[src/rtl/core/audio_jitter_buffer_latency_trim_macros.svh]
// assertion macros used by the jitter buffer top module
// expects signals named clk and rst in the module that uses them
`ifndef AUDIO_JITTER_BUFFER_LATENCY_TRIM_MACROS_SVH
`define AUDIO_JITTER_BUFFER_LATENCY_TRIM_MACROS_SVH

// consequent must hold in the same cycle
`define AJB_ASSERT_NOW(label, ante, cons, msg) \
  label: assert property (@(posedge clk) disable iff (rst) (ante) |-> (cons)) \
    else $error(msg);

// consequent must hold in the next cycle
`define AJB_ASSERT_NEXT(label, ante, cons, msg) \
  label: assert property (@(posedge clk) disable iff (rst) (ante) |=> (cons)) \
    else $error(msg);

`endif

[src/rtl/core/ajb_pkg.sv]
// shared constants, types and helper functions for the jitter buffer
// no dependencies; imported by every module of the block except ajb_ram
`default_nettype none

package ajb_pkg;

  localparam int CHANNELS    = 8;
  localparam int DEPTH       = 32768;
  localparam int SAMPLE_BITS = 24;

  localparam int CH_W   = (CHANNELS > 1) ? $clog2(CHANNELS) : 1;
  localparam int ACT_W  = $clog2(CHANNELS + 1);
  localparam int PTR_W  = $clog2(DEPTH);
  localparam int FILL_W = $clog2(DEPTH + 1);
  localparam int SUM_W  = $clog2(2 * DEPTH + 1);
  localparam int RAM_AW = $clog2(CHANNELS * DEPTH);

  localparam int PADDR_W   = 4;
  localparam int PDATA_W   = 32;
  localparam int CNT_CFG_W = 4;
  localparam int GAIN_W    = 16;
  localparam int LAT_W     = 16;
  localparam int WIN_W     = 20;
  localparam int TRIM_W    = 16;
  localparam int TRIM_MAX  = 65535;
  localparam int CMP_W     = (FILL_W > LAT_W) ? FILL_W : LAT_W;

  localparam logic [CNT_CFG_W-1:0] CNT_RESET  = '0;
  localparam logic [GAIN_W-1:0]    GAIN_RESET = 16'd4096;
  localparam logic [LAT_W-1:0]     LAT_RESET  = 16'd882;
  localparam logic [WIN_W-1:0]     WIN_RESET  = 20'd132300;

  localparam logic OP_PUSH = 1'b0;
  localparam logic OP_READ = 1'b1;

  typedef enum logic [1:0] {
    REG_CHANNELS     = 2'd0,
    REG_GAIN         = 2'd1,
    REG_MAX_LATENCY  = 2'd2,
    REG_CHECK_WINDOW = 2'd3
  } reg_idx_t;

  // one entry of the per-channel state memory
  typedef struct packed {
    logic [PTR_W-1:0]  wp;
    logic [PTR_W-1:0]  rp;
    logic [FILL_W-1:0] fill;
  } chan_st_t;

  // configuration as seen by the datapath
  typedef struct packed {
    logic [ACT_W-1:0]  act;
    logic [GAIN_W-1:0] gain;
    logic [LAT_W-1:0]  max_latency;
    logic [WIN_W-1:0]  window;
    logic              trunc_en;
    logic [ACT_W-1:0]  trunc_act;
  } cfg_t;

  // channel count clamped to the number of rings
  function automatic logic [ACT_W-1:0] act_of(input logic [CNT_CFG_W-1:0] v);
    if (int'(v) > CHANNELS) begin
      return ACT_W'(CHANNELS);
    end
    return ACT_W'(v);
  endfunction

  function automatic logic [RAM_AW-1:0] ram_addr(input logic [CH_W-1:0] ch,
                                                 input logic [PTR_W-1:0] ptr);
    return RAM_AW'(ch) * RAM_AW'(DEPTH) + RAM_AW'(ptr);
  endfunction

  // ring pointer advance, k never above DEPTH
  function automatic logic [PTR_W-1:0] ptr_add(input logic [PTR_W-1:0] ptr,
                                               input logic [FILL_W-1:0] k);
    logic [SUM_W-1:0] s;
    s = SUM_W'(ptr) + SUM_W'(k);
    if (s >= SUM_W'(DEPTH)) begin
      s = s - SUM_W'(DEPTH);
    end
    return PTR_W'(s);
  endfunction

endpackage

`default_nettype wire

[src/rtl/core/ajb_regs.sv]
// apb configuration registers and the derived datapath configuration
// depends on ajb_pkg
`default_nettype none

module ajb_regs import ajb_pkg::*; (
  input  logic               clk,
  input  logic               rst,
  input  logic               psel,
  input  logic               penable,
  input  logic               pwrite,
  input  logic [PADDR_W-1:0] paddr,
  input  logic [PDATA_W-1:0] pwdata,
  output logic [PDATA_W-1:0] prdata,
  output logic               pready,
  output cfg_t               cfg
);

  logic [CNT_CFG_W-1:0] channels_in_use;
  logic [GAIN_W-1:0]    gain;
  logic [LAT_W-1:0]     max_latency;
  logic [WIN_W-1:0]     check_window;
  logic                 wr;
  reg_idx_t             idx;

  assign pready = 1'b1;
  assign wr     = psel & penable & pwrite;
  assign idx    = reg_idx_t'(paddr[3:2]);

  always_ff @(posedge clk) begin
    if (rst) begin
      channels_in_use <= CNT_RESET;
      gain            <= GAIN_RESET;
      max_latency     <= LAT_RESET;
      check_window    <= WIN_RESET;
    end else if (wr) begin
      unique case (idx)
        REG_CHANNELS:     channels_in_use <= pwdata[CNT_CFG_W-1:0];
        REG_GAIN:         gain            <= pwdata[GAIN_W-1:0];
        REG_MAX_LATENCY:  max_latency     <= pwdata[LAT_W-1:0];
        REG_CHECK_WINDOW: check_window    <= pwdata[WIN_W-1:0];
      endcase
    end
  end

  always_comb begin
    unique case (idx)
      REG_CHANNELS:     prdata = PDATA_W'(channels_in_use);
      REG_GAIN:         prdata = PDATA_W'(gain);
      REG_MAX_LATENCY:  prdata = PDATA_W'(max_latency);
      REG_CHECK_WINDOW: prdata = PDATA_W'(check_window);
    endcase
  end

  always_comb begin
    cfg.act         = act_of(channels_in_use);
    cfg.gain        = gain;
    cfg.max_latency = max_latency;
    // a zero window checks every frame
    cfg.window      = (check_window == '0) ? WIN_W'(1) : check_window;
    // rings at or above the new count are emptied on the same edge
    cfg.trunc_en    = wr && (idx == REG_CHANNELS);
    cfg.trunc_act   = act_of(pwdata[CNT_CFG_W-1:0]);
  end

endmodule

`default_nettype wire

[config.mk]
export PLATFORM = sky130hd
export DESIGN_NAME = ajb_regs
export DESIGN_NICKNAME = d
export VERILOG_FILES = /design/src/rtl/core/audio_jitter_buffer_latency_trim_macros.svh /design/src/rtl/core/ajb_pkg.sv /design/src/rtl/core/ajb_regs.sv
export SDC_FILE = /design/constraint.sdc
export NUM_CORES = 1
export LEC_CHECK = 0
export ABC_AREA = 1
export BUFFER_PORTS_ARGS = -buffer_cell sky130_fd_sc_hd__buf_2
export CAP_MARGIN = 25
export CORE_UTILIZATION = 42
export CTS_CLUSTER_DIAMETER = 120
export DETAILED_ROUTE_END_ITERATION = 10
export GPL_TIMING_DRIVEN = 0
export PLACE_DENSITY = 0.77
export RECOVER_POWER = 100
export SLEW_MARGIN = 40
export SYNTH_ARGS = -nofsm -noshare
export SYNTH_HDL_FRONTEND = slang
export SYNTH_SLANG_ARGS = --single-unit
[constraint.sdc]
create_clock -name clk -period 0.8 [get_ports clk]
set_input_delay 0.08 -clock clk [delete_from_list [all_inputs] [get_ports clk]]
set_output_delay 0.08 -clock clk [all_outputs]
set_load 0.01 [all_outputs]
==> results.txt <==
1st-pass router iterations: 8
Worst setup EP type: output pin
total negative slack: -13.65 ns
commonest non-fill, non-tap cell in the layout: nand2_1
largest net degree at the start of global routing: 17
ant diodes: 0
maximum vdd drop: 939 uV
vias post-DR: 3,457
Antenna Nets Post-Route: 0
P per Cell Area: 1270 mW/mm^2
RSZ-0062 raised after global routing: yes
Max Root-Sink Buffers: 2
PnR Total Power: 5850 uW
DIE WIDTH: 84.8 um
GRT Resource Usage Total: 25.2%
startpoint types: flop
synth warn: 0
share of cells above drive strength 1: 45.3%
largest family of logic cells by synthesized area: simple AND/OR/NAND/NOR gates
DRC violations left: 9
Initial Util: 44.4%
CP max FO: 2
fill cell count: 525
fraction of the cycle the final worst path needs: 165%
final setup fails: 95
TritonCTS Sinks: 56
WS Path Type: reg2out
H-Tree Depth: 2
Synth Cell Area: 0.00288 sq mm
Yosys top cell by area: dfxtp_1
final WL: 9.85 mm
Synth Area in XOR/XNOR: 0%
clk slew on worst S/H paths: 0.10 ns
Area contributors post-synth: dfxtp_1 39%, nand2_1 22%, nor2_1 14%
setup ws final: -0.521 ns
Root Buffer: clkbuf_8
Seq/Total Area, Yosys: 38.9%
min Tclk post-route: 1.32 ns
#FFs+latches synth: 56
later-pin clock latency in the skew report: 0.31 ns
initial antenna violation count: 0
global-route wire length before repair: 14.1 mm
routability cong.: 0.887
Critical Path AT: 1.24 ns
post-synthesis mux area share: 0%
leakage power total: 0.00234 uW
hold path depth: 3
number of global-route vias before repair: 2,922
Final Hold Viols: 0
CP required: 0.72 ns
Netlist cell types: 22
Hold WC Path Type: in2reg
Congestion Overflow GR: 0
DR vias/cell: 4.92
FF-to-FF path depth: 4
share of the synthesized area in the top cell type: 38.9%
Syn Inst Count: 463
outcome: complete, but fails checks
max-cap violations: 0
most frequent cells in the layout: 149 x nand2_1, 98 x nor2_1, 67 x buf_6, 58 x buf_2, 43 x dfxtp_2
Rows: 29
Chip Height: 84.8 um
Clock Skew: 0 ns
IO Port Bufs: 107
Avg Cell Area, Syn: 6.22 sq um
CTS tree: built
fin. max-slew vios: 0
wire per inst: 14.0 um
fmax: 757 MHz
Synth Area in Compound Gates: 1.39%
Synth Area in Simple Gates: 43.6%
Nets: 665
dpl hpwl: 6.22 mm
Adder-Cell Fraction of Synth Area: 0%
number of I/O pins: 135
Layout area overhead: 59.7%
Die Area: 0.00720 sq mm
failing checks: design-rule violations, negative setup slack
CTS Buf Count: 5
core area: 0.00649 sq mm
DR iter-0 viols: 293
report_power, final:
| group | internal (uW) | leakage [uW] | switching [uW] |
|---|---|---|---|
| registers | 2820 | 0.000473 | 68.2 |
| clock network | 931 | 0.0000552 | 928 |
| logic | 512 | 0.00181 | 591 |
through the flow:
stage / util (%) / cell area [sq um] / hold slack, ns / std cells / setup WS [ns]
after floorplan: - / 2920 / 0.206 / 474 / -0.00387
after global placement: 54.7 / 3550 / 0.305 / 658 / -0.463
after detailed placement: 54.7 / 3550 / 0.310 / 658 / -0.478
after CTS: 65.0 / 4220 / 0.00683 / 687 / -0.501
after global routing: 70.8 / 4600 / 0.0190 / 702 / -0.597
final: 70.8 / 4600 / 0.0121 / 702 / -0.521
cell type report:
class	instances	area, sq um	area share [%]
Clock buffer	6	72.6	1.58
Inverter	40	173	3.75
Multi-Input combinational cell	327	1480	32.1
Timing Repair Buffer	146	1210	26.2
Sequential cell	56	1220	26.6
Buffer	48	315	6.85
Tap cell	77	96.3	2.09
Clock inverter	2	35.0	0.761
worst max-delay path, stage by stage (launching register included):
cell     delay, ns
dfxtp_4       0.37
nor2_4        0.13
nand2_2       0.07
nor2_1        0.08
nand3_1       0.06
nand2_1       0.08
buf_2         0.13
flip-flops by register name, indices dropped and copies added (netlist names):
register and flops:
channels_in_use 4, check_window 20, gain 16, max_latency 16
cell usage after synthesis:
cell type  number
a21oi_1         1
inv_2           1
nor2_8          1
nand4_1         4
nor2_4          2
o211ai_1        4
nor2_2          1
nand2_2         2
clkbuf_1       22
buf_2           3
nand3_4         1
buf_4          14
nand2_1       167
conb_1          2
nand2_4         1
o21ai_0         1
dfxtp_1        56
nand3_1        23
inv_1          39
buf_1           4
buf_6           8
nor2_1        106
routing by layer:
| metal | vias up | track usage, % | share of wire (%) | wire (um) |
|---|---|---|---|---|
| li1 | 1656 | - | - | - |
| met1 | 1578 | 32.4 | 40 | 3980 |
| met2 | 194 | 44.5 | 48 | 4740 |
| met3 | 29 | 3.60 | 8.8 | 863 |
| met4 | 0 | 6.78 | 2.6 | 260 |
| met5 | - | 0 | 0 | 0 |
timing repair:
action | CTS | global route
gates resized for setup | 128 | 82
setup endpoints to repair | 113 | 93
pin swaps | 17 | 11
hold endpoints to repair | 7 | 0
gates cloned | 1 | 2
buffers inserted | 15 | 17
hold buffers | 7 | 0
final timing paths:
check	startpoint	to	slack, ns
worst max register to register	check_window[10]	check_window[10]	-0.11
worst max-delay path	check_window[15]	cfg[5]	-0.52
worst min-delay path	pwdata[12]	gain[12]	0.01
worst min register to register	max_latency[8]	max_latency[8]	0.49
kinds of logic (layout without fill, tap and decap cells):
logic type	Yosys count	after routing
simple gates	308	308
buf+inv	91	242
flops	56	56
compound gates	6	6
other cells	2	13
Note: power is estimated with default switching activity, not from simulation.
