===== src/rtl/core/audio_jitter_buffer_latency_trim_macros.svh =====
// assertion macros used by the jitter buffer top module
// expects signals named clk and rst in the module that uses them
`ifndef AUDIO_JITTER_BUFFER_LATENCY_TRIM_MACROS_SVH
`define AUDIO_JITTER_BUFFER_LATENCY_TRIM_MACROS_SVH

// consequent must hold in the same cycle
`define AJB_ASSERT_NOW(label, ante, cons, msg) \
  label: assert property (@(posedge clk) disable iff (rst) (ante) |-> (cons)) \
    else $error(msg);

// consequent must hold in the next cycle
`define AJB_ASSERT_NEXT(label, ante, cons, msg) \
  label: assert property (@(posedge clk) disable iff (rst) (ante) |=> (cons)) \
    else $error(msg);

`endif


===== src/rtl/core/ajb_pkg.sv =====
// shared constants, types and helper functions for the jitter buffer
// no dependencies; imported by every module of the block except ajb_ram
`default_nettype none

package ajb_pkg;

  localparam int CHANNELS    = 8;
  localparam int DEPTH       = 32768;
  localparam int SAMPLE_BITS = 24;

  localparam int CH_W   = (CHANNELS > 1) ? $clog2(CHANNELS) : 1;
  localparam int ACT_W  = $clog2(CHANNELS + 1);
  localparam int PTR_W  = $clog2(DEPTH);
  localparam int FILL_W = $clog2(DEPTH + 1);
  localparam int SUM_W  = $clog2(2 * DEPTH + 1);
  localparam int RAM_AW = $clog2(CHANNELS * DEPTH);

  localparam int PADDR_W   = 4;
  localparam int PDATA_W   = 32;
  localparam int CNT_CFG_W = 4;
  localparam int GAIN_W    = 16;
  localparam int LAT_W     = 16;
  localparam int WIN_W     = 20;
  localparam int TRIM_W    = 16;
  localparam int TRIM_MAX  = 65535;
  localparam int CMP_W     = (FILL_W > LAT_W) ? FILL_W : LAT_W;

  localparam logic [CNT_CFG_W-1:0] CNT_RESET  = '0;
  localparam logic [GAIN_W-1:0]    GAIN_RESET = 16'd4096;
  localparam logic [LAT_W-1:0]     LAT_RESET  = 16'd882;
  localparam logic [WIN_W-1:0]     WIN_RESET  = 20'd132300;

  localparam logic OP_PUSH = 1'b0;
  localparam logic OP_READ = 1'b1;

  typedef enum logic [1:0] {
    REG_CHANNELS     = 2'd0,
    REG_GAIN         = 2'd1,
    REG_MAX_LATENCY  = 2'd2,
    REG_CHECK_WINDOW = 2'd3
  } reg_idx_t;

  // one entry of the per-channel state memory
  typedef struct packed {
    logic [PTR_W-1:0]  wp;
    logic [PTR_W-1:0]  rp;
    logic [FILL_W-1:0] fill;
  } chan_st_t;

  // configuration as seen by the datapath
  typedef struct packed {
    logic [ACT_W-1:0]  act;
    logic [GAIN_W-1:0] gain;
    logic [LAT_W-1:0]  max_latency;
    logic [WIN_W-1:0]  window;
    logic              trunc_en;
    logic [ACT_W-1:0]  trunc_act;
  } cfg_t;

  // channel count clamped to the number of rings
  function automatic logic [ACT_W-1:0] act_of(input logic [CNT_CFG_W-1:0] v);
    if (int'(v) > CHANNELS) begin
      return ACT_W'(CHANNELS);
    end
    return ACT_W'(v);
  endfunction

  function automatic logic [RAM_AW-1:0] ram_addr(input logic [CH_W-1:0] ch,
                                                 input logic [PTR_W-1:0] ptr);
    return RAM_AW'(ch) * RAM_AW'(DEPTH) + RAM_AW'(ptr);
  endfunction

  // ring pointer advance, k never above DEPTH
  function automatic logic [PTR_W-1:0] ptr_add(input logic [PTR_W-1:0] ptr,
                                               input logic [FILL_W-1:0] k);
    logic [SUM_W-1:0] s;
    s = SUM_W'(ptr) + SUM_W'(k);
    if (s >= SUM_W'(DEPTH)) begin
      s = s - SUM_W'(DEPTH);
    end
    return PTR_W'(s);
  endfunction

endpackage

`default_nettype wire


===== src/rtl/core/ajb_gain.sv =====
// playback gain: registered q4.12 multiply, then round and saturate
// depends on ajb_pkg
`default_nettype none

module ajb_gain import ajb_pkg::*; (
  input  logic                          clk,
  input  logic                          en,
  input  logic [GAIN_W-1:0]             gain,
  input  logic signed [SAMPLE_BITS-1:0] sample,
  output logic signed [SAMPLE_BITS-1:0] result
);

  localparam int PROD_W   = SAMPLE_BITS + GAIN_W + 1;
  localparam int FRAC     = 12;
  localparam int ROUND    = 2048;
  localparam int PASS_LO  = 4092;
  localparam int PASS_HI  = 4100;
  localparam int ZERO_MAX = 4;
  localparam logic signed [PROD_W-1:0] SAT_HI = PROD_W'((2 ** (SAMPLE_BITS - 1)) - 1);
  localparam logic signed [PROD_W-1:0] SAT_LO = ~SAT_HI;

  typedef enum logic [1:0] {GM_SCALE, GM_PASS, GM_ZERO} gmode_t;

  logic signed [PROD_W-1:0]      prod;
  logic signed [PROD_W-1:0]      rnd;
  logic signed [PROD_W-1:0]      quo;
  logic signed [SAMPLE_BITS-1:0] samp_q;
  logic signed [SAMPLE_BITS-1:0] scaled;
  gmode_t                        mode;

  always_ff @(posedge clk) begin
    if (en) begin
      prod   <= sample * $signed({1'b0, gain});
      samp_q <= sample;
      if (gain >= GAIN_W'(PASS_LO) && gain <= GAIN_W'(PASS_HI)) begin
        mode <= GM_PASS;
      end else if (gain <= GAIN_W'(ZERO_MAX)) begin
        mode <= GM_ZERO;
      end else begin
        mode <= GM_SCALE;
      end
    end
  end

  // arithmetic shift floors, which gives ties toward plus infinity
  always_comb begin
    rnd = prod + $signed(PROD_W'(ROUND));
    quo = rnd >>> FRAC;
    if (quo > SAT_HI) begin
      scaled = SAT_HI[SAMPLE_BITS-1:0];
    end else if (quo < SAT_LO) begin
      scaled = SAT_LO[SAMPLE_BITS-1:0];
    end else begin
      scaled = quo[SAMPLE_BITS-1:0];
    end
  end

  always_comb begin
    case (mode)
      GM_PASS: result = samp_q;
      GM_ZERO: result = '0;
      default: result = scaled;
    endcase
  end

endmodule

`default_nettype wire


===== config.mk =====
export PLATFORM = sky130hd
export DESIGN_NAME = ajb_gain
export DESIGN_NICKNAME = d
export VERILOG_FILES = /design/src/rtl/core/audio_jitter_buffer_latency_trim_macros.svh /design/src/rtl/core/ajb_pkg.sv /design/src/rtl/core/ajb_gain.sv
export SDC_FILE = /design/constraint.sdc
export NUM_CORES = 1
export LEC_CHECK = 0
export BUFFER_PORTS_ARGS = -buffer_cell sky130_fd_sc_hd__clkbuf_2
export CELL_PAD_IN_SITES_DETAIL_PLACEMENT = 1
export CELL_PAD_IN_SITES_GLOBAL_PLACEMENT = 1
export CORE_ASPECT_RATIO = 2
export CORE_UTILIZATION = 46
export DETAILED_ROUTE_END_ITERATION = 6
export GPL_TIMING_DRIVEN = 0
export PLACE_DENSITY_LB_ADDON = 0.1
export SLEW_MARGIN = 0
export SYNTH_ARGS = -nofsm -noshare
export SYNTH_HDL_FRONTEND = slang
export SYNTH_SLANG_ARGS = --single-unit

===== constraint.sdc =====
create_clock -name clk -period 6.66 [get_ports clk]
set_input_delay 0.333 -clock clk [delete_from_list [all_inputs] [get_ports clk]]
set_output_delay 0.333 -clock clk [all_outputs]
set_load 0.01 [all_outputs]

==> impl_metrics.json, run 1 <==
{
  "firstDrtPassIters": 7,
  "cts_buffers": 5,
  "yosysMostFrequentCell": "inv_1",
  "rsz0062_at_grt": "yes",
  "gp_congestion": 0.920,
  "synth_xor_area_share_pct": 2.87,
  "clkSinkCount": 56,
  "finalHoldViolations": 0,
  "fin_cells": 2247,
  "synth_area_sq_mm": 0.0162,
  "maxCapViolCount": 0,
  "slew_headroom_pct": 36.0,
  "max_freq_mhz": 154,
  "drc_errors": 0,
  "grt_max_degree": 57,
  "antenna_found_initial": 0,
  "hold_class": "input port to flop",
  "async_flop_share_pct": 0,
  "area_delta_synth_final_pct": 8.58,
  "synth-seq-cells": 56,
  "synth_top_family_by_area": "adder cells",
  "synth_edf_count": 56,
  "ys_top_cells_by_area": "fa_1, inv_1, edfxtp_1, ha_1, and2_1",
  "synth.top_cell.area_share_pct": 46.4,
  "dp.cells": 2238,
  "clock-root-buffer": "clkbuf_16",
  "rows": 96,
  "routed_via_density": 5.46,
  "status": "finished, final reports clean",
  "grt_pass1_vias": 14800,
  "grt_usage_pct": 33.3,
  "clkTransAtPathRegs_ns": 0.07,
  "ios": 66,
  "ys_seq_area_share_pct": 10.4,
  "via_count": 12300,
  "wl_per_cell_microns": 24.5,
  "netlist_instances": 1740,
  "yosysUniqueCellTypes": 51,
  "holdBufCountCts": 0,
  "ctsHtreeMaxLevel": 2,
  "postRouteAntennaNets": 0,
  "ys_top_cells_by_count": "inv_1, fa_1, nand2_1",
  "tightestPinTransition_ns": 0.951,
  "die_y_microns": 267,
  "synth_compound_area_share_pct": 4.14,
  "setup_viol": 0,
  "wl_met3_mm": 1.34,
  "yosys_warnings": 0,
  "drt_iter0_drc": 492,
  "path_class": "input port to flop",
  "layout-drive-gt1-share_pct": 8.75,
  "cp_max_fo": 10,
  "muxShareOfSynthArea_pct": 0.0696,
  "report.final.slew_viol_count": 0,
  "syn_nets": 2258,
  "cts_buffer_depth": 2,
  "yosys.area.top_type": "fa_1",
  "top_layer_used": "met4",
  "synth_adder_area_share_pct": 54.2,
  "grt_pass1_wl_mm": 84.4,
  "coreArea_sq_mm": 0.0345,
  "syn_area_per_cell_sq_um": 9.30,
  "drt-met1-wl_mm": 15.9,
  "post-route-period-util_pct": 97.7,
  "start_util_pct": 46.9,
  "crit_arrival_ns": 6.62,
  "ys_dominant_reg_cell": "edfxtp_1",
  "start_kind": "input port",
  "layout.nets": 2323,
  "overflow": 0,
  "synth-simple-area-share_pct": 16.1,
  "fin_crit_ns": 6.51,
  "cts_tree": "done",
  "dr_wl_met2_mm": 30.4,
  "die_x_microns": 135,
  "post-dp-hpwl_mm": 47.6,
  "finalWirelength_mm": 55.1,
  "io_buffers": 57,
  "dieArea_sq_mm": 0.0360,
  "crit_path_end_kind": "flop",
  "crit_required_ns": 6.77
}
==> registers in the layout, summed over array words and instances (netlist names) <==
name / count
samp_q: 24
mode: 2
prod: 30
==> per-layer routing <==
| metal | up-vias | GRT usage [%] |
|---|---|---|
| li1 | 5237 | - |
| met1 | 6370 | 28.6 |
| met2 | 393 | 63.4 |
| met3 | 267 | 2.86 |
| met4 | 0 | 34.9 |
| met5 | - | 0 |
==> layout by cell type, fill, tap and decap left out, types with 3 or more instances in the layout <==
master	netlist	routed
clkbuf_1	67	9
edfxtp_1	56	56
clkbuf_2	0	52
nand2_1	267	267
ha_1	101	98
a211oi_2	2	3
xor2_1	23	23
clkbuf_16	0	5
inv_1	455	455
nor4_1	4	3
o211ai_1	23	23
buf_2	4	10
o21a_1	5	5
fa_1	375	366
nor2b_1	5	5
nor3_1	13	13
and3_1	7	7
xnor2_1	30	30
o21ai_0	11	11
nand4_1	13	13
clkbuf_8	0	13
clkbuf_4	0	25
buf_4	0	13
a21o_1	9	9
and4_1	3	3
nand3_1	16	15
buf_6	0	7
nor2_1	34	33
fa_2	0	9
or3_1	3	3
a21oi_1	20	20
and2_1	162	162
==> worst max-delay path, cell delays in order <==
cell       delay [ns]
buf_2            0.25
clkbuf_8         0.26
nand2_1          0.09
fa_1             0.60
fa_1             0.47
fa_1             0.52
inv_1            0.05
fa_2             0.49
fa_1             0.56
inv_1            0.05
fa_1             0.55
inv_1            0.05
ha_1             0.37
a21o_1           0.18
a21o_1           0.17
a21o_1           0.19
a221o_1          0.38
o21a_2           0.24
o2111ai_4        0.22
a211o_2          0.19
nand2_1          0.09
a311oi_2         0.28
==> cell families after synthesis <==
| family | Yosys count |
|---|---|
| multiplexers | 1 |
| adder cells (fa/ha/maj) | 476 |
| XOR/XNOR | 53 |
| AND/OR/NAND/NOR | 536 |
| flip-flops | 56 |
| AO/OA/AOI/OAI | 92 |
| buffers and inverters | 526 |
==> cell type report <==
type / count / area (sq um)
fillers: 4009 / 16900
multi-input cells: 1158 / 12600
inverters: 455 / 1710
flip-flops and latches: 56 / 1680
well taps: 441 / 552
plain buffers: 66 / 536
repair buffers: 63 / 368
clock buffers: 6 / 129
clock inverters: 1 / 5.00
diodes: 1 / 2.50
==> repair_timing <==
action / CTS / global route
endpoints found under the setup margin: 20 / 9
setup buffers: 1 / 4
pin swaps: 3 / 5
resized for setup: 110 / 70
hold endpoints to repair: 0 / 0
==> path summary, 6_finish.rpt <==
check / start / end / depth (start not counted)
min: sample[14] / samp_q[14]$_DFFE_PP_ / 1
max: sample[20] / prod[40]$_DFFE_PP_ / 22
==> per-stage QoR <==
stage	cell area [sq um]	hold WS (ns)	setup slack [ns]	utilization, %	TNS (ns)
6_report	17600	0.378	0.150	51.0	0
4_1_cts	17400	0.388	0.0174	50.5	0
5_1_grt	17600	0.365	-0.0416	51.0	-0.0770
2_1_floorplan	16200	0.432	0.284	-	0
3_5_place_dp	17000	0.730	-1.17	49.4	-15.37
3_3_place_gp	17000	0.748	-1.08	49.4	-13.17
Power of run 1 is not shown: default switching activity piles up to over one toggle a cycle in this logic, so the estimate is an artifact.
==> inputs of run 2 (changes only) <==
--- a/config.mk
+++ b/config.mk
@@ -6,4 +6,5 @@
 export NUM_CORES = 1
 export LEC_CHECK = 0
+export ABC_CLOCK_PERIOD_IN_PS = 6660
 export BUFFER_PORTS_ARGS = -buffer_cell sky130_fd_sc_hd__clkbuf_2
 export CELL_PAD_IN_SITES_DETAIL_PLACEMENT = 1
==> constraint.sdc (replaced) <==
create_clock -name clk -period 6.66 [get_ports clk]
set_input_delay 1.665 -clock clk [delete_from_list [all_inputs] [get_ports clk]]
set_output_delay 1.665 -clock clk [all_outputs]
set_load 0.01 [all_outputs]
==> run 2 against run 1 <==
  * The flow now finishes with violations (setup timing)
  * Global-route usage is 2.1 points higher
  * Sequential cell count stayed put
  * Setup slack worse by 1.0 ns
  * Die area stayed put
  * Hold slack better by 1.2 ns
  * Core utilization is 6.2 points higher
  * First-iteration DRC count is 25% higher
  * Sequential share of layout area is 1.0 points lower
  * Via count is 5.0% higher
  * Clock-buffer cell count is 1 lower
==> impl_metrics.json, run 2 (same netlist as run 1, synthesis figures left out) <==
{
  "overflow": 0,
  "layout_commonest_cell": "inv_1",
  "area_delta_synth_final_pct": 21.9,
  "cts_buffers": 5,
  "largest_register_ffs": 30,
  "tightestPinTransition_ns": 0.992,
  "report.final.slew_viol_count": 0,
  "hp-start": "sample[9]",
  "status": "complete, but fails checks",
  "antenna_cells": 0,
  "cts_buffer_depth": 2,
  "drt_iter0_drc": 616,
  "grt_pass1_wl_mm": 89.8,
  "finalWirelength_mm": 60.6,
  "ctsHtreeMaxLevel": 2,
  "io_buffers": 57,
  "crit_path_end_kind": "flop",
  "reg_top3": "prod (30), samp_q (24), mode (2)",
  "seq_area_sq_mm": 0.00168,
  "fin_ws_ns": -0.882,
  "grt_max_degree": 57,
  "drc_errors": 0,
  "top_usage_layer": "met2",
  "path_class": "input port to flop",
  "layout-drive-gt1-share_pct": 19.8,
  "post-dp-hpwl_mm": 47.9,
  "layout.nets": 2394,
  "crit_start": "sample[12]",
  "rows": 96,
  "grt_pass1_vias": 15500,
  "die_y_microns": 267,
  "clkSinkCount": 56,
  "regMostFlops": "prod",
  "post-route-period-util_pct": 113,
  "clock-root-buffer": "clkbuf_16",
  "grt_usage_pct": 35.4,
  "maxCapViolCount": 0,
  "grt_util_met2_pct": 67.4,
  "whs_ns": 1.61,
  "rsz0062_at_grt": "yes",
  "hold_class": "input port to flop",
  "dp_slack_ns": -1.71,
  "fillers": 3856,
  "gp_congestion": 0.918,
  "violations": "setup timing",
  "max_freq_mhz": 133,
  "start_util_pct": 46.9,
  "multi_input_area_sq_mm": 0.0133,
  "finalHoldViolations": 0,
  "cp_max_fo": 8,
  "grt_use_met1_pct": 30.9,
  "wl_per_cell_microns": 26.2,
  "crit_required_ns": 6.70,
  "cts_tree": "done",
  "fin_crit_ns": 7.54,
  "ios": 66,
  "clkTransAtPathRegs_ns": 0.07,
  "grt_util_met3_pct": 3.80,
  "start_kind": "input port",
  "slew_headroom_pct": 33.2,
  "coreArea_sq_mm": 0.0345,
  "die_x_microns": 135,
  "dieArea_sq_mm": 0.0360,
  "setup_viol": 26,
  "routed_via_density": 5.56,
  "postRouteAntennaNets": 0,
  "crit_arrival_ns": 7.59,
  "firstDrtPassIters": 5,
  "antenna_found_initial": 1,
  "mostFrequentLayoutCells": "inv_1, fa_1, nand2_1",
  "via_count": 12900
}
## run 2: cell count changes in the layout (fill, tap and decap cells not counted), sizes merged
cell    delta
clkbuf     +9
clkinv     -1
diode      -1
buf       +61
bufinv     +1
## run 2: worst paths after layout
kind	to	depth (start not counted)
setup / recovery	prod[33]$_DFFE_PP_	23
hold / removal	samp_q[9]$_DFFE_PP_	1
## run 2: per-layer routing
layer  wire (microns)  up-vias
met5                0        -
met4             7540        0
met3             2200      298
met2            33400      428
met1            17400     6775
li1                 -     5377
## run 2: cell type report
class	count	area share, %
multi-input cells	1158	67.2
inverters	455	8.66
flip-flops and latches	56	8.53
repair buffers	129	6.19
plain buffers	71	5.83
well taps	441	2.80
clock buffers	5	0.635
clock inverters	1	0.152
## run 2: timing repair
item / in CTS / in global routing
gates resized for setup: 232 / 91
pin swaps: 71 / 46
hold endpoints to repair: 0 / 0
setup buffers: 35 / 34
hold buffers: 0 / 0
gates cloned: 3 / 0
endpoints found under the setup margin: 30 / 28
## run 2: worst max-delay path: stages
cell and delay [ns]:
clkbuf_8 0.19, clkbuf_16 0.17, nand2_1 0.08, fa_1 0.54, inv_1 0.07, fa_1 0.49
fa_2 0.59, fa_2 0.49, fa_1 0.56, inv_2 0.04, fa_2 0.56, inv_2 0.05
ha_4 0.26, a22oi_2 0.19, nand3_2 0.14, nor4_4 0.36, a211oi_2 0.15, o21a_2 0.24
buf_4 0.14, o21a_1 0.19, o21a_1 0.22, nor2_2 0.10, xnor2_1 0.08
## run 2: stage by stage
stage | utilization [%] | cell area, sq um | cells | TNS, ns
global route | 57.2 | 19700 | 2316 | -17.20
floorplan | - | 16700 | 1740 | -5.39
finish | 57.2 | 19700 | 2316 | -13.75
detailed placement | 50.8 | 17500 | 2238 | -34.52
CTS | 55.6 | 19200 | 2282 | -11.23
global placement | 50.8 | 17500 | 2238 | -32.01
Power of run 2 is left out for the same reason.
